File: config.mk
export PLATFORM = sky130hd
export DESIGN_NAME = pli_cell
export DESIGN_NICKNAME = d
export VERILOG_FILES = /design/src/hw/rtl/pli_pkg.sv /design/src/hw/rtl/pli_cell.sv
export SDC_FILE = /design/constraint.sdc
export NUM_CORES = 1
export LEC_CHECK = 0
export ABC_CLOCK_PERIOD_IN_PS = 2950
export BUFFER_PORTS_ARGS = -buffer_cell sky130_fd_sc_hd__buf_2
export CAP_MARGIN = 25
export CORE_AREA = 3 3 202 204
export CTS_BUF_LIST = sky130_fd_sc_hd__clkbuf_8
export CTS_CLUSTER_SIZE = 12
export DETAILED_ROUTE_END_ITERATION = 16
export DIE_AREA = 0 0 205 207
export GPL_TIMING_DRIVEN = 0
export PLACE_DENSITY = 0.54
export SLEW_MARGIN = 0
export SYNTH_ARGS = -nofsm -noshare
export SYNTH_HDL_FRONTEND = slang
export SYNTH_SLANG_ARGS = --single-unit
File: constraint.sdc
create_clock -name clk -period 2.95 [get_ports clk]
set_input_delay 0.1475 -clock clk [delete_from_list [all_inputs] [get_ports clk]]
set_output_delay 0.1475 -clock clk [all_outputs]
set_load 0.05 [all_outputs]
File: src/hw/rtl/pli_pkg.sv
// Shared types and constants for the piecewise linear interpolator.
`timescale 1ns / 1ps

package pli_pkg;

  // Raw signed fixed point word; the fraction scale cancels in the math
  localparam int DATA_W = 32;
  typedef logic signed [DATA_W-1:0] q16_t;

  // Item kinds
  localparam logic KIND_WRITE = 1'b0;
  localparam logic KIND_QUERY = 1'b1;

  // Breakpoint count register
  localparam int COUNT_W = 5;
  localparam logic [COUNT_W-1:0] POINT_COUNT_RESET = 5'd2;

  // Divider: quotient bits resolved per cycle and cycles per quotient
  localparam int DIV_STEPS  = 2;
  localparam int DIV_CYCLES = DATA_W / DIV_STEPS;
  localparam int DIV_CNT_W  = $clog2(DIV_CYCLES);

  // Input item
  typedef struct packed {
    logic       kind;
    logic [3:0] point_index;
    q16_t       point_x;
    q16_t       point_y;
    q16_t       query_x;
  } in_item_t;

  // Result item; miss is set when no interval holds the query
  typedef struct packed {
    q16_t result_y;
    logic miss;
  } out_item_t;

  // Query probe travelling along the cell row
  typedef struct packed {
    logic valid;
    logic found;
    q16_t q;
    q16_t x0;
    q16_t x1;
    q16_t y0;
    q16_t y1;
  } probe_t;

  // Status of the arithmetic unit
  typedef struct packed {
    logic idle;
    logic done;
  } arith_status_t;

endpackage

File: src/hw/rtl/pli_cell.sv
// One breakpoint cell: holds a pair and tests the passing probe against its interval.
`timescale 1ns / 1ps

module pli_cell
  import pli_pkg::*;
(
  input  logic   clk,
  input  logic   rst,
  input  logic   wr_en,
  input  q16_t   wr_x,
  input  q16_t   wr_y,
  input  logic   active,
  input  q16_t   next_x,
  input  q16_t   next_y,
  output q16_t   cell_x,
  output q16_t   cell_y,
  input  probe_t probe_in,
  output probe_t probe_out
);

  q16_t   bp_x;
  q16_t   bp_y;
  probe_t probe;
  logic   hit;

  // Store the breakpoint
  always_ff @(posedge clk) begin
    if (wr_en) begin
      bp_x <= wr_x;
      bp_y <= wr_y;
    end
  end

  // Advance the probe one cell per cycle
  always_ff @(posedge clk) begin
    if (rst) begin
      probe.valid <= 1'b0;
    end else begin
      probe.valid <= probe_in.valid;
    end
    probe.found <= probe_in.found;
    probe.q     <= probe_in.q;
    probe.x0    <= probe_in.x0;
    probe.x1    <= probe_in.x1;
    probe.y0    <= probe_in.y0;
    probe.y1    <= probe_in.y1;
  end

  // Claim the probe on the first closed interval that holds it
  assign hit = probe.valid && !probe.found && active &&
               (probe.q >= bp_x) && (probe.q <= next_x);

  always_comb begin
    probe_out = probe;
    if (hit) begin
      probe_out.found = 1'b1;
      probe_out.x0    = bp_x;
      probe_out.x1    = next_x;
      probe_out.y0    = bp_y;
      probe_out.y1    = next_y;
    end
  end

  assign cell_x = bp_x;
  assign cell_y = bp_y;

endmodule

After elaboration in Yosys (flattened, before gate mapping)
Cells that the tools add are included.
Cells by class
  magnitude comparators: 2
  multiplexer cells: 2
  reductions and logical operators: 5
Operators with widths (number)
  two-way mux 128 bit: 1
  >= comparator 32 bit: 1
  <= comparator 32 bit: 1
  logical AND 1 bit: 4
  logical NOT 1 bit: 1
  two-way mux 1 bit: 1
Word-level totals
  register bits: 226
  bits of input ports: 294
  output and inout bits: 226

Depth between registers and ports, before layout
  depth in word-level cells: 6
  mapped depth: 12

Least setup slack after synthesis
No wires, ideal clock.
  path kind: register to output
  start point: reg bp_x[31] (netlist: cell_x[31])
  end point: out probe_out[100] (netlist name)
  arrival: 3.146 ns
  path slack: -0.343 ns
  stages on the path, launching flop included: 12
  buffers on the path: 2
  cell sequence: edfxtp_1 -> inv_1 -> ha_1 -> nand4_1 -> or4_1 -> nor2_1 -> a211oi_1 -> mux2i_1 -> a211oi_2 -> buf_4 -> buf_6 -> mux2_1
RTL lines
  start, declared: RTL line pli_cell.sv:21  | q16_t bp_x;
  start signal, assigned: RTL line pli_cell.sv:29  | bp_x <= wr_x;
  end, declared: RTL line pli_cell.sv:18  | output probe_t probe_out

==> flow_summary_export.csv <==
group,metric,value,unit
outcome,status,"finished with violations",
outcome,violations,"negative setup slack",
timing,maxSlewViolCount,0,
routing,drc_errors,0,
setup_path,slowest_stage,"dfxtp_1",
setup_path,critical-path-max-stage-delay,0.40,ns
yosys,yosys_warnings,0,
timing,final_hold_viol_count,0,
setup_path,cp.arrival,3.80,ns
setup_path,endpoint_kind,"primary output",
hold_path,hp-class,"input port to flip-flop",
yosys,yosys.area.top_type_share,0.376,
setup_path,cp_top_family,"compound AO/OA/AOI/OAI gates",
clock_network,clk_pin_slew,0.06,ns
routing,avgViaCountPerCell,4.07,
timing,fmax,254,MHz
timing,slew-limit-headroom,0.727,
power_and_ir_drop,power.density,525,nW/µm²
yosys,synthCells,628,
yosys,ys_seq_elements,226,
setup_path,critPathKind,"flip-flop to primary output",
global_route,grt-ovfl-total,0,
routing,via_count,8269,
timing,final.setup.tns,-117.82,ns
job,drv_cap,0,
global_route,grt_pass1_wl,54200,µm
setup_path,critical_path_required,2.80,ns
yosys,synth_area_leaders,"dfxtp_1, edfxtp_1, mux2_1",
yosys,synth_flop_cell,"dfxtp_1",
power_and_ir_drop,ir_worst_vdd,0.486,mV
floorplan,fp.dieArea,42400,µm²
timing,worstMarginPinSlew,0.408,ns
routing,drt_iter0_drc,249,
routing,antenna_left,0,
global_route,grt_pass1_vias,9137,
yosys,yosys.area.top_type,"dfxtp_1",
layout,area_delta_synth_final,102,%
clock_network,clock-sinks,226,
global_route,grt_use_total,0.170,
clock_network,htree_levels,2,
timing,rsz0062_at_grt,"true",
layout,n_fill_cell,3574,
layout,layout.nets,1825,
global_route,antenna_found_initial,5,
routing,detail_route.first_pass.iterations,4,
setup_path,cp-start-kind,"flip-flop",
floorplan,coreArea,39500,µm²
setup_path,cp_max_fo,5,
global_route,grt_max_degree,60,
place,place_congestion,0.811,
setup_path,cpMostUsedCell,"buf_12",
floorplan,rows,73,
routing,wl,38300,µm
floorplan,die_h,207,µm
clock_network,cts_root_buf,"clkbuf_8",
setup_path,path_cells,"ha_1 -> a21o_1 -> a221o_1 -> a221oi_2 -> o211ai_1 -> xnor2_1 -> a211oi_4 -> buf_6 -> buf_12 -> buf_12 -> buf_12 -> mux2_2 -> buf_6",
clock_network,max-clock-path-buffers,3,
yosys,syn_nets,986,
timing,holdWs,0.179,ns
yosys,synthDistinctLibCells,36,
floorplan,io_pins,520,
power_and_ir_drop,leakagePower,8.28,nW
floorplan,start_util,0.219,
layout,layout-drive-gt1-share,0.564,
yosys,ys_seq_area_frac,0.598,
yosys,synth_area,8630,µm²
setup_path,path_buf_inv,5,
clock_network,cts_buffers,45,
yosys,avgSynthCellArea,13.7,µm²
timing,setup_violations,129,
floorplan,floorplan.die.width,205,µm
place,post-dp-hpwl,25900,µm
yosys,synth_edf_count,64,
power_and_ir_drop,fin_total_pwr,9.17,mW
timing,period_needed,3.94,ns
routing,wl_per_cell,18.8,µm
place,port_buffers,519,
timing,final.period_utilization,1.34,
yosys,synth-async-reset-ratio,0,
timing,setup_slack,-0.995,ns
clock_network,cts_tree,"done",
flip-flops by register name, summed over array words and instances (netlist names):
signal     flops
cell_x        32
probe_out     33
probe        129
cell_y        32
worst paths after layout:
| check | from | end | slack [ns] | cells after the start |
|---|---|---|---|---|
| max | probe_out[153]$_DFF_P_ | probe_out[34] | -0.99 | 13 |
| min | probe_in[127] | probe[127]$_DFF_P_ | 0.18 | 2 |
per-stage QoR:
step | setup WS, ns | utilization | std cells | cell area [µm²]
after CTS | -1.10 | 0.432 | 2017 | 17000
final | -0.995 | 0.442 | 2031 | 17500
after global routing | -1.17 | 0.442 | 2029 | 17500
after floorplan | -0.262 | - | 628 | 8810
after global placement | -1.29 | 0.306 | 1672 | 12100
after detailed placement | -1.25 | 0.307 | 1673 | 12100
layer usage:
metal | track usage | vias up | wire (µm)
met5 | 0 | - | 31
met4 | 0.0728 | 4 | 1390
met3 | 0.0484 | 81 | 2660
met2 | 0.311 | 364 | 20100
met1 | 0.181 | 3935 | 14100
li1 | - | 3885 | -
report_power, final:
part	switching (mW)	internal (mW)
Combinational	1.27	1.00
Sequential	0.114	3.40
Clock	1.49	1.89
final cells by class:
type                    instances  area (µm²)  share of cell area
repair buffers                796        6510               0.373
flip-flops and latches        226        5180               0.296
multi-input cells             291        3480               0.199
clock buffers                  52         716              0.0410
well taps                     525         657              0.0376
plain buffers                  43         430              0.0247
clock inverters                31         240              0.0138
inverters                      64         240              0.0138
diodes                          3        7.51            0.000430
cell usage in the layout (no fill, tap or decap), types with 28 or more instances in the layout:
cell type / synthesis / final
dlygate4sd3_1: 0 / 228
buf_8: 0 / 65
inv_1: 64 / 71
edfxtp_1: 64 / 64
buf_4: 35 / 84
mux2_2: 26 / 28
ha_1: 64 / 53
buf_2: 1 / 393
buf_6: 11 / 41
mux2_4: 0 / 100
dfxtp_1: 162 / 153
clkbuf_8: 0 / 52
repair_timing:
action | CTS | global route
setup endpoints to repair | 129 | 129
hold endpoints to repair | 231 | 0
setup buffers | 27 | 12
gates resized for setup | 366 | 79
pin swaps | 12 | 8
hold buffers | 228 | 0
cloned | 6 | 5
cells in the mapped netlist, types with 2 or more instances:
cell and instances:
nor2_1 5, nand3_1 7, nor3_1 2, dfxtp_1 162, inv_1 64, nand2_1 13, a21oi_1 21, edfxtp_1 64
a21o_1 6, ha_1 64, and4_1 4, mux2_1 102, mux2_2 26, buf_4 35, nand4_1 11, a221oi_1 3
o21ai_0 5, nor2b_1 3, buf_6 11, a221o_1 2, o211ai_1 3
cells by family after synthesis:
logic type | Yosys count | share of synthesized area
flip-flops | 226 | 0.598
multiplexers | 129 | 0.168
AND/OR/NAND/NOR | 51 | 0.0322
buffers and inverters | 111 | 0.0732
XOR/XNOR | 1 | 0.00101
AO/OA/AOI/OAI | 46 | 0.0344
adder cells (fa/ha/maj) | 64 | 0.0928
Power figures use the tool's default switching activity.
