$ cat config.mk
export PLATFORM = sky130hd
export DESIGN_NAME = pli_arith
export DESIGN_NICKNAME = d
export VERILOG_FILES = /design/src/hw/rtl/pli_pkg.sv /design/src/hw/rtl/pli_arith.sv
export SDC_FILE = /design/constraint.sdc
export NUM_CORES = 2
export LEC_CHECK = 0
export BUFFER_PORTS_ARGS = -buffer_cell sky130_fd_sc_hd__buf_2
export CAP_MARGIN = 30
export CORE_MARGIN = 3
export CORE_UTILIZATION = 50
export CTS_BUF_LIST = sky130_fd_sc_hd__clkbuf_8
export DETAILED_ROUTE_END_ITERATION = 12
export PLACE_DENSITY = 0.69
export REMOVE_ABC_BUFFERS = 1
export SETUP_SLACK_MARGIN = 0.15
export SLEW_MARGIN = 25
export SYNTH_ARGS = -nofsm -noshare
export SYNTH_HDL_FRONTEND = slang
export SYNTH_SLANG_ARGS = --single-unit
$ cat constraint.sdc
create_clock -name clk -period 7.71 [get_ports clk]
set_input_delay 1.542 -clock clk [delete_from_list [all_inputs] [get_ports clk]]
set_output_delay 1.542 -clock clk [all_outputs]
set_load 0.05 [all_outputs]
$ cat src/hw/rtl/pli_pkg.sv
// Shared types and constants for the piecewise linear interpolator.
`timescale 1ns / 1ps

package pli_pkg;

  // Raw signed fixed point word; the fraction scale cancels in the math
  localparam int DATA_W = 32;
  typedef logic signed [DATA_W-1:0] q16_t;

  // Item kinds
  localparam logic KIND_WRITE = 1'b0;
  localparam logic KIND_QUERY = 1'b1;

  // Breakpoint count register
  localparam int COUNT_W = 5;
  localparam logic [COUNT_W-1:0] POINT_COUNT_RESET = 5'd2;

  // Divider: quotient bits resolved per cycle and cycles per quotient
  localparam int DIV_STEPS  = 2;
  localparam int DIV_CYCLES = DATA_W / DIV_STEPS;
  localparam int DIV_CNT_W  = $clog2(DIV_CYCLES);

  // Input item
  typedef struct packed {
    logic       kind;
    logic [3:0] point_index;
    q16_t       point_x;
    q16_t       point_y;
    q16_t       query_x;
  } in_item_t;

  // Result item; miss is set when no interval holds the query
  typedef struct packed {
    q16_t result_y;
    logic miss;
  } out_item_t;

  // Query probe travelling along the cell row
  typedef struct packed {
    logic valid;
    logic found;
    q16_t q;
    q16_t x0;
    q16_t x1;
    q16_t y0;
    q16_t y1;
  } probe_t;

  // Status of the arithmetic unit
  typedef struct packed {
    logic idle;
    logic done;
  } arith_status_t;

endpackage

$ cat src/hw/rtl/pli_arith.sv
// Interpolation arithmetic: differences, multiply, radix-4 division, saturation, output register.
`timescale 1ns / 1ps

module pli_arith
  import pli_pkg::*;
(
  input  logic          clk,
  input  logic          rst,
  input  probe_t        probe,
  output arith_status_t status,
  output logic          out_valid,
  input  logic          out_ready,
  output out_item_t     out_data
);

  localparam logic [2:0] PH_IDLE = 3'd0;
  localparam logic [2:0] PH_DIFF = 3'd1;
  localparam logic [2:0] PH_MUL  = 3'd2;
  localparam logic [2:0] PH_DIV  = 3'd3;
  localparam logic [2:0] PH_FIN  = 3'd4;

  logic [2:0]           phase;
  logic [DIV_CNT_W-1:0] div_cnt;
  probe_t               hold;
  logic [DATA_W-1:0]    span;
  logic [DATA_W-1:0]    off;
  logic [DATA_W-1:0]    mag;
  logic                 neg;
  logic                 zero_span;
  logic [DATA_W-1:0]    rem;
  logic [DATA_W-1:0]    low;
  logic [DATA_W-1:0]    rem_next;
  logic [DATA_W-1:0]    low_next;
  logic [DATA_W:0]      dx_span;
  logic [DATA_W:0]      dx_off;
  logic [DATA_W:0]      dy;
  logic [DATA_W:0]      dy_abs;
  logic [2*DATA_W-1:0]  product;
  logic [DATA_W-1:0]    quo;
  logic [DATA_W+1:0]    sum;
  out_item_t            result;
  logic                 load_out;

  // Differences of the claimed interval
  assign dx_span = {hold.x1[DATA_W-1], hold.x1} - {hold.x0[DATA_W-1], hold.x0};
  assign dx_off  = {hold.q[DATA_W-1], hold.q} - {hold.x0[DATA_W-1], hold.x0};
  assign dy      = {hold.y1[DATA_W-1], hold.y1} - {hold.y0[DATA_W-1], hold.y0};
  assign dy_abs  = dy[DATA_W] ? ((DATA_W+1)'(0) - dy) : dy;

  assign product = (2*DATA_W)'(mag) * (2*DATA_W)'(off);

  // Restoring division, two quotient bits per cycle; quotient shifts into low
  always_comb begin
    logic [DATA_W:0] trial;
    logic            qbit;
    rem_next = rem;
    low_next = low;
    for (int k = 0; k < DIV_STEPS; k++) begin
      trial = {rem_next, low_next[DATA_W-1]};
      if (trial >= {1'b0, span}) begin
        trial = trial - {1'b0, span};
        qbit  = 1'b1;
      end else begin
        qbit  = 1'b0;
      end
      rem_next = trial[DATA_W-1:0];
      low_next = {low_next[DATA_W-2:0], qbit};
    end
  end

  // Apply the signed step to y0 and saturate
  assign quo = zero_span ? '0 : low;
  assign sum = neg ? ({{2{hold.y0[DATA_W-1]}}, hold.y0} - {2'b00, quo})
                   : ({{2{hold.y0[DATA_W-1]}}, hold.y0} + {2'b00, quo});

  always_comb begin
    result.miss = !hold.found;
    priority if (!hold.found) begin
      result.result_y = '0;
    end else if (sum[DATA_W+1] && !(&sum[DATA_W:DATA_W-1])) begin
      result.result_y = {1'b1, {(DATA_W-1){1'b0}}};
    end else if (!sum[DATA_W+1] && (|sum[DATA_W:DATA_W-1])) begin
      result.result_y = {1'b0, {(DATA_W-1){1'b1}}};
    end else begin
      result.result_y = sum[DATA_W-1:0];
    end
  end

  assign load_out = (phase == PH_FIN) && (!out_valid || out_ready);

  // Sequence one query through the datapath
  always_ff @(posedge clk) begin
    if (rst) begin
      phase   <= PH_IDLE;
      div_cnt <= '0;
    end else begin
      unique case (phase)
        PH_IDLE: begin
          if (probe.valid) begin
            phase <= PH_DIFF;
          end
        end
        PH_DIFF: phase <= PH_MUL;
        PH_MUL: begin
          phase   <= PH_DIV;
          div_cnt <= '0;
        end
        PH_DIV: begin
          div_cnt <= div_cnt + DIV_CNT_W'(1);
          if (div_cnt == DIV_CNT_W'(DIV_CYCLES - 1)) begin
            phase <= PH_FIN;
          end
        end
        PH_FIN: begin
          if (load_out) begin
            phase <= PH_IDLE;
          end
        end
        default: phase <= PH_IDLE;
      endcase
    end
  end

  // Datapath registers
  always_ff @(posedge clk) begin
    if (phase == PH_IDLE && probe.valid) begin
      hold <= probe;
    end
    if (phase == PH_DIFF) begin
      span      <= dx_span[DATA_W-1:0];
      off       <= dx_off[DATA_W-1:0];
      mag       <= dy_abs[DATA_W-1:0];
      neg       <= dy[DATA_W];
      zero_span <= (hold.x1 == hold.x0);
    end
    if (phase == PH_MUL) begin
      rem <= product[2*DATA_W-1:DATA_W];
      low <= product[DATA_W-1:0];
    end
    if (phase == PH_DIV) begin
      rem <= rem_next;
      low <= low_next;
    end
  end

  // Output register; hold the result until the transfer
  always_ff @(posedge clk) begin
    if (rst) begin
      out_valid <= 1'b0;
    end else if (load_out) begin
      out_valid <= 1'b1;
    end else if (out_ready) begin
      out_valid <= 1'b0;
    end
    if (load_out) begin
      out_data <= result;
    end
  end

  assign status.idle = (phase == PH_IDLE);
  assign status.done = load_out;

endmodule

# Yosys cells after proc, flatten, opt, wreduce, memory -nomap -nowiden
# Cells that the tools add are included.
[op_classes] n_bitwise=1 magnitude_cmp=2 n_addsub=9 n_div=0 muxes=20 n_mul=1 n_reduce_logical=16 eq_ne=9 shift=0
[ops] op="2-to-1 mux 32 bit" count=10
[ops] op="subtractor 32 bit" count=4
[ops] op="greater-or-equal comparator 33 x 32 -> 1 bit" count=2
[ops] op="multiplier 32 x 32 -> 64 bit" count=1
[ops] op="adder 32 x 33 -> 34 bit" count=1
[ops] op="2-to-1 mux 34 bit" count=1
[ops] op="subtractor 32 x 33 -> 34 bit" count=1
[ops] op="subtractor 32 x 32 -> 33 bit" count=1
[ops] op="equality test 32 bit" count=1
[ops] op="subtractor 1 x 32 -> 32 bit, first input constant" count=1
[ops] op="case mux 3 bit (5 select lines)" count=1
[ops] op="2-to-1 mux 3 bit" count=3
[ops] op="case mux 4 bit (2 select lines)" count=1
[ops] op="equality test 3 x 2 -> 1 bit, second input constant" count=2
[ops] op="inequality test 2 bit, second input constant" count=3
[ops] op="adder 4 x 1 -> 4 bit, second input constant" count=1
[ops] op="equality test 4 bit, second input constant" count=1
[ops] op="logical AND 1 bit" count=4
[ops] op="logical NOT 1 bit" count=4
[ops] op="2-to-1 mux 1 bit" count=4
[ops] op="nonzero test 2 bit" count=2
[ops] op="OR reduction 2 bit" count=2
[ops] op="equality test 3 x 1 -> 1 bit, second input constant" count=1
[ops] op="equality test 3 bit, second input constant" count=1
[ops] op="5 further kinds" count=5
[word_totals] latchBits=0 ram_bits=0 wordCells=77 mem_bits_ro=0 regBits=364 inputBits=165 memories=0

# Depth between registers and ports, before layout
[depth] ltp_word=7 depth_mapped=30 ltp_nobuf=28

# Least setup slack after synthesis
# No wires, ideal clock.
[synth_timing] path_type="flip-flop to flip-flop" startpoint="register phase[0]" endpoint="register mag[0] (enable)" arrival_ps=7317 setup_slack_ps=-282 path_stages_with_launch=4 path_cell_list="dfxtp_1 clkbuf_1 inv_1 nor3_1"
[synth_via] elab_chain_len=1
[synth_rtl] item="from (decl)" line_no="pli_arith.sv:22" text="logic [2:0] phase;"
[synth_rtl] item="from (signal assigned)" line_no="pli_arith.sv:94" text="phase <= PH_IDLE;"
[synth_rtl] item="from (signal assigned)" line_no="pli_arith.sv:100" text="phase <= PH_DIFF;"
[synth_rtl] item="from (signal assigned)" line_no="pli_arith.sv:103" text="PH_DIFF: phase <= PH_MUL;"
[synth_rtl] item="equality test 3 x 1 -> 1 bit" line_no="pli_arith.sv:129" text="if (phase == PH_DIFF) begin"
[synth_rtl] item="to (signal assigned)" line_no="pli_arith.sv:132" text="mag <= dy_abs[DATA_W-1:0];"
[synth_rtl] item="to (decl)" line_no="pli_arith.sv:27" text="logic [DATA_W-1:0] mag;"
# Every way passes these cells.
# A chain may end at the register's enable or synchronous reset.

# Worst setup path after layout
[layout_timing] startpoint="register off[5]" endpoint="register rem[27] (data pin)"
[layout_via] elab_chain_len=3
[layout_rtl] item="from (decl)" line_no="pli_arith.sv:26" text="logic [DATA_W-1:0] off;"
[layout_rtl] item="from (signal assigned)" line_no="pli_arith.sv:131" text="off <= dx_off[DATA_W-1:0];"
[layout_rtl] item="multiplier 32 x 32 -> 64 bit" line_no="pli_arith.sv:50" text="assign product = (2*DATA_W)'(mag) * (2*DATA_W)'(off);"
[layout_rtl] item="2-to-1 mux 32 bit" line_no="pli_arith.sv:136" text="if (phase == PH_MUL) begin"
[layout_rtl] item="2-to-1 mux 32 bit" line_no="pli_arith.sv:140" text="if (phase == PH_DIV) begin"
[layout_rtl] item="to (signal assigned)" line_no="pli_arith.sv:137" text="rem <= product[2*DATA_W-1:DATA_W];"
[layout_rtl] item="to (signal assigned)" line_no="pli_arith.sv:141" text="rem <= rem_next;"
[layout_rtl] item="to (decl)" line_no="pli_arith.sv:30" text="logic [DATA_W-1:0] rem;"
# Every way passes these cells. The select of a mux whose other input is x is not followed.

==> impl_metrics.yaml <==
place:
  place_area_mm2: 0.0625
  hpwl_mm: 131
  gp_congestion: 0.946
  numPortBuffers: 200
clocking:
  insertion_delay_ps: 710
  cts_tree: "built"
  clock_sinks: 364
  cts_buffer_depth: 3
  cts_made_buffers: 67
  cts_root_buffer: "clkbuf_8"
  htree_levels: 3
  clk_pin_slew_ps: 60
synthesis:
  synthCells: 6026
  ys.flop_type: "edfxtp_1"
  synth_common_cells: "inv_1, fa_1, nand2_1"
  synth_most_common_cell: "inv_1"
  synth_top_cell_area_share_pct: 31.6
  syn-cell-area_mm2: 0.0572
  yosysTopAreaCell: "fa_1"
  synth_edf_count: 356
  ys_ff_latch: 364
  netlist-cell-type-count: 102
  yosys_warnings: 0
  synthArstFlopShare_pct: 0
  synth_area_leaders: "fa_1, edfxtp_1, ha_1"
  syn_avg_cell_area_um2: 9.50
  ys_seq_area_share_pct: 19.0
sta:
  drv_slew: 0
  rsz0062_at_grt: "true"
  min_period_over_period_pct: 105
  max_freq_mhz: 123
  fin_ws_ps: -390
  relSlewSlack_pct: 32.5
  fin_tns_setup_ps: -4120
  layout_min_cycle_time_ps: 8100
  setup_viol: 16
  finalHoldViolations: 0
  tightest_slew_ps: 1010
  clock_skew_ps: 71.8
worst_setup_path:
  endpoint_kind: "flip-flop"
  cp_slowest_cell: "fa_2"
  start_kind: "flip-flop"
  worstSetupPathType: "reg2reg"
  path_buf_inv: 6
  reg2reg_from: "off[5]"
  cp_max_fo: 7
  crit_start: "off[5]"
  worstPathArrival_ps: 8470
  slowest_delay_ps: 610
  cpLargestDelayFamily: "adder cells"
  crit_path_frequent_cell: "fa_1"
  cp.required_ps: 8080
run_status:
  status: "finished with violations"
  violations: "setup timing"
finish:
  area_growth_pct: 15.0
  fillers: 9689
  fin_area_mm2: 0.0658
  fin_util_pct: 58.3
  final_nets: 7990
  drive_gt1_share_pct: 15.4
global_route:
  antenna_found_initial: 8
  grt_max_degree: 82
  grt_util_all_layers_pct: 27.1
  grt_pass1_vias: 45600
  gr-total-overflow: 0
  grt_pass1_wl_mm: 252
die:
  fp.dieH_um: 344
  num_rows: 123
  die_area_mm2: 0.119
  die_x_um: 344
  initial_utilization_pct: 50.7
  core_area_mm2: 0.113
  num_io_pins: 201
hold_path:
  hold_path_class: "reg2reg"
  hp-start: "div_cnt[1]"
drt:
  antenna_left: 0
  dr.pass1.iters: 5
  vias_per_cell: 5.52
  dr_total_vias: 44200
  routed_wl_mm: 158
  post_drt_wl_per_cell_um: 19.7
  drc: 0
  drtIter0Drc: 3788
run:
  cap_violations: 0
-- registers in the layout, summed over array words and instances (netlist names) --
register / cells
rem: 32
zero_span: 1
span: 32
mag: 32
out_valid: 1
hold: 161
div_cnt: 4
low: 32
neg: 1
out_data: 33
off: 32
phase: 3
-- routing by layer --
metal / vias up / share of wire, % / global-route usage (%)
li1: 20200 / - / -
met1: 22200 / 44 / 39.0
met2: 1546 / 46 / 42.7
met3: 222 / 7.4 / 4.32
met4: 0 / 2.9 / 7.58
met5: - / 0 / 0
-- logic make-up (layout without fill, tap and decap cells) --
group | Yosys count | count (layout) | synth area share [%]
buffers and inverters | 1300 | 1779 | 8.60
and+or+nand+nor | 1770 | 1770 | 15.7
DFF | 364 | 364 | 19.0
AOI/OAI and AO/OA | 942 | 942 | 10.6
muxes | 20 | 20 | 0.383
adders and majority gates | 1359 | 1359 | 41.5
xor gates and xnor gates | 271 | 271 | 4.16
other | 0 | 5 | 0
-- final cells by class --
cell class              instances  area [µm²]  share of cell area [%]
multi-input cells            4362       42600                    64.7
flip-flops and latches        364       10900                    16.5
repair buffers                654        5360                    8.14
inverters                    1017        3820                    5.80
well taps                    1500        1880                    2.85
clock buffers                  67         922                    1.40
clock inverters                41         393                   0.597
diodes                          5        12.5                  0.0190
-- repair_timing --
action	CTS	global route
buffers inserted	40	33
setup endpoints to repair	28	37
hold buffers	0	0
resized for setup	143	160
pin swaps	98	171
gates cloned	2	2
-- metrics by stage --
step	cells	hold slack (ps)	setup slack (ps)
floorplan	5743	443	-175
global placement	7819	469	-522
detailed placement	7819	478	-600
CTS	7969	486	-242
global route	8008	513	-573
finish	8010	481	-390
-- layout by cell type (no fill, tap or decap), types with 12 or more instances in the layout --
cell type | netlist | routed
or3_1 | 19 | 19
a21o_1 | 118 | 118
o21a_1 | 69 | 69
o211ai_1 | 22 | 22
buf_2 | 12 | 201
o21bai_1 | 36 | 36
and3_1 | 31 | 28
buf_4 | 3 | 341
a211oi_1 | 34 | 32
edfxtp_1 | 356 | 356
nor3_1 | 52 | 49
nand2_1 | 613 | 608
a21oi_1 | 327 | 301
and2_1 | 602 | 580
mux2_2 | 15 | 15
a21oi_2 | 1 | 24
nand3_1 | 66 | 63
o21ai_2 | 4 | 12
fa_1 | 902 | 878
and2_4 | 0 | 22
buf_6 | 2 | 49
clkbuf_8 | 0 | 67
ha_1 | 457 | 435
nand4_1 | 34 | 34
xor2_1 | 91 | 82
o21ai_1 | 10 | 21
buf_12 | 0 | 55
xnor2_1 | 179 | 170
ha_4 | 0 | 22
inv_1 | 1015 | 1001
o31ai_1 | 14 | 12
nor2b_1 | 38 | 37
inv_2 | 2 | 21
nor2_1 | 221 | 215
nand2b_1 | 31 | 31
o21ai_0 | 153 | 132
a31oi_1 | 39 | 29
fa_2 | 0 | 24
-- tightest hold or removal path, stage by stage (launching register included) --
cell,delay [ps]
dfxtp_1,320
nand2_1,60
a21oi_1,50
-- path summary, 6_finish.rpt --
| kind | to | slack [ps] | depth (start not counted) |
|---|---|---|---|
| max | rem[27] | -390 | 28 |
| min | div_cnt[1] | 480 | 2 |
| max reg2reg | rem[27] | -390 | 28 |
| min reg2reg | div_cnt[1] | 480 | 2 |
Power is left out: the tool's default activity adds up to more than one toggle a clock period on the data nets, which glitch-free logic cannot reach.
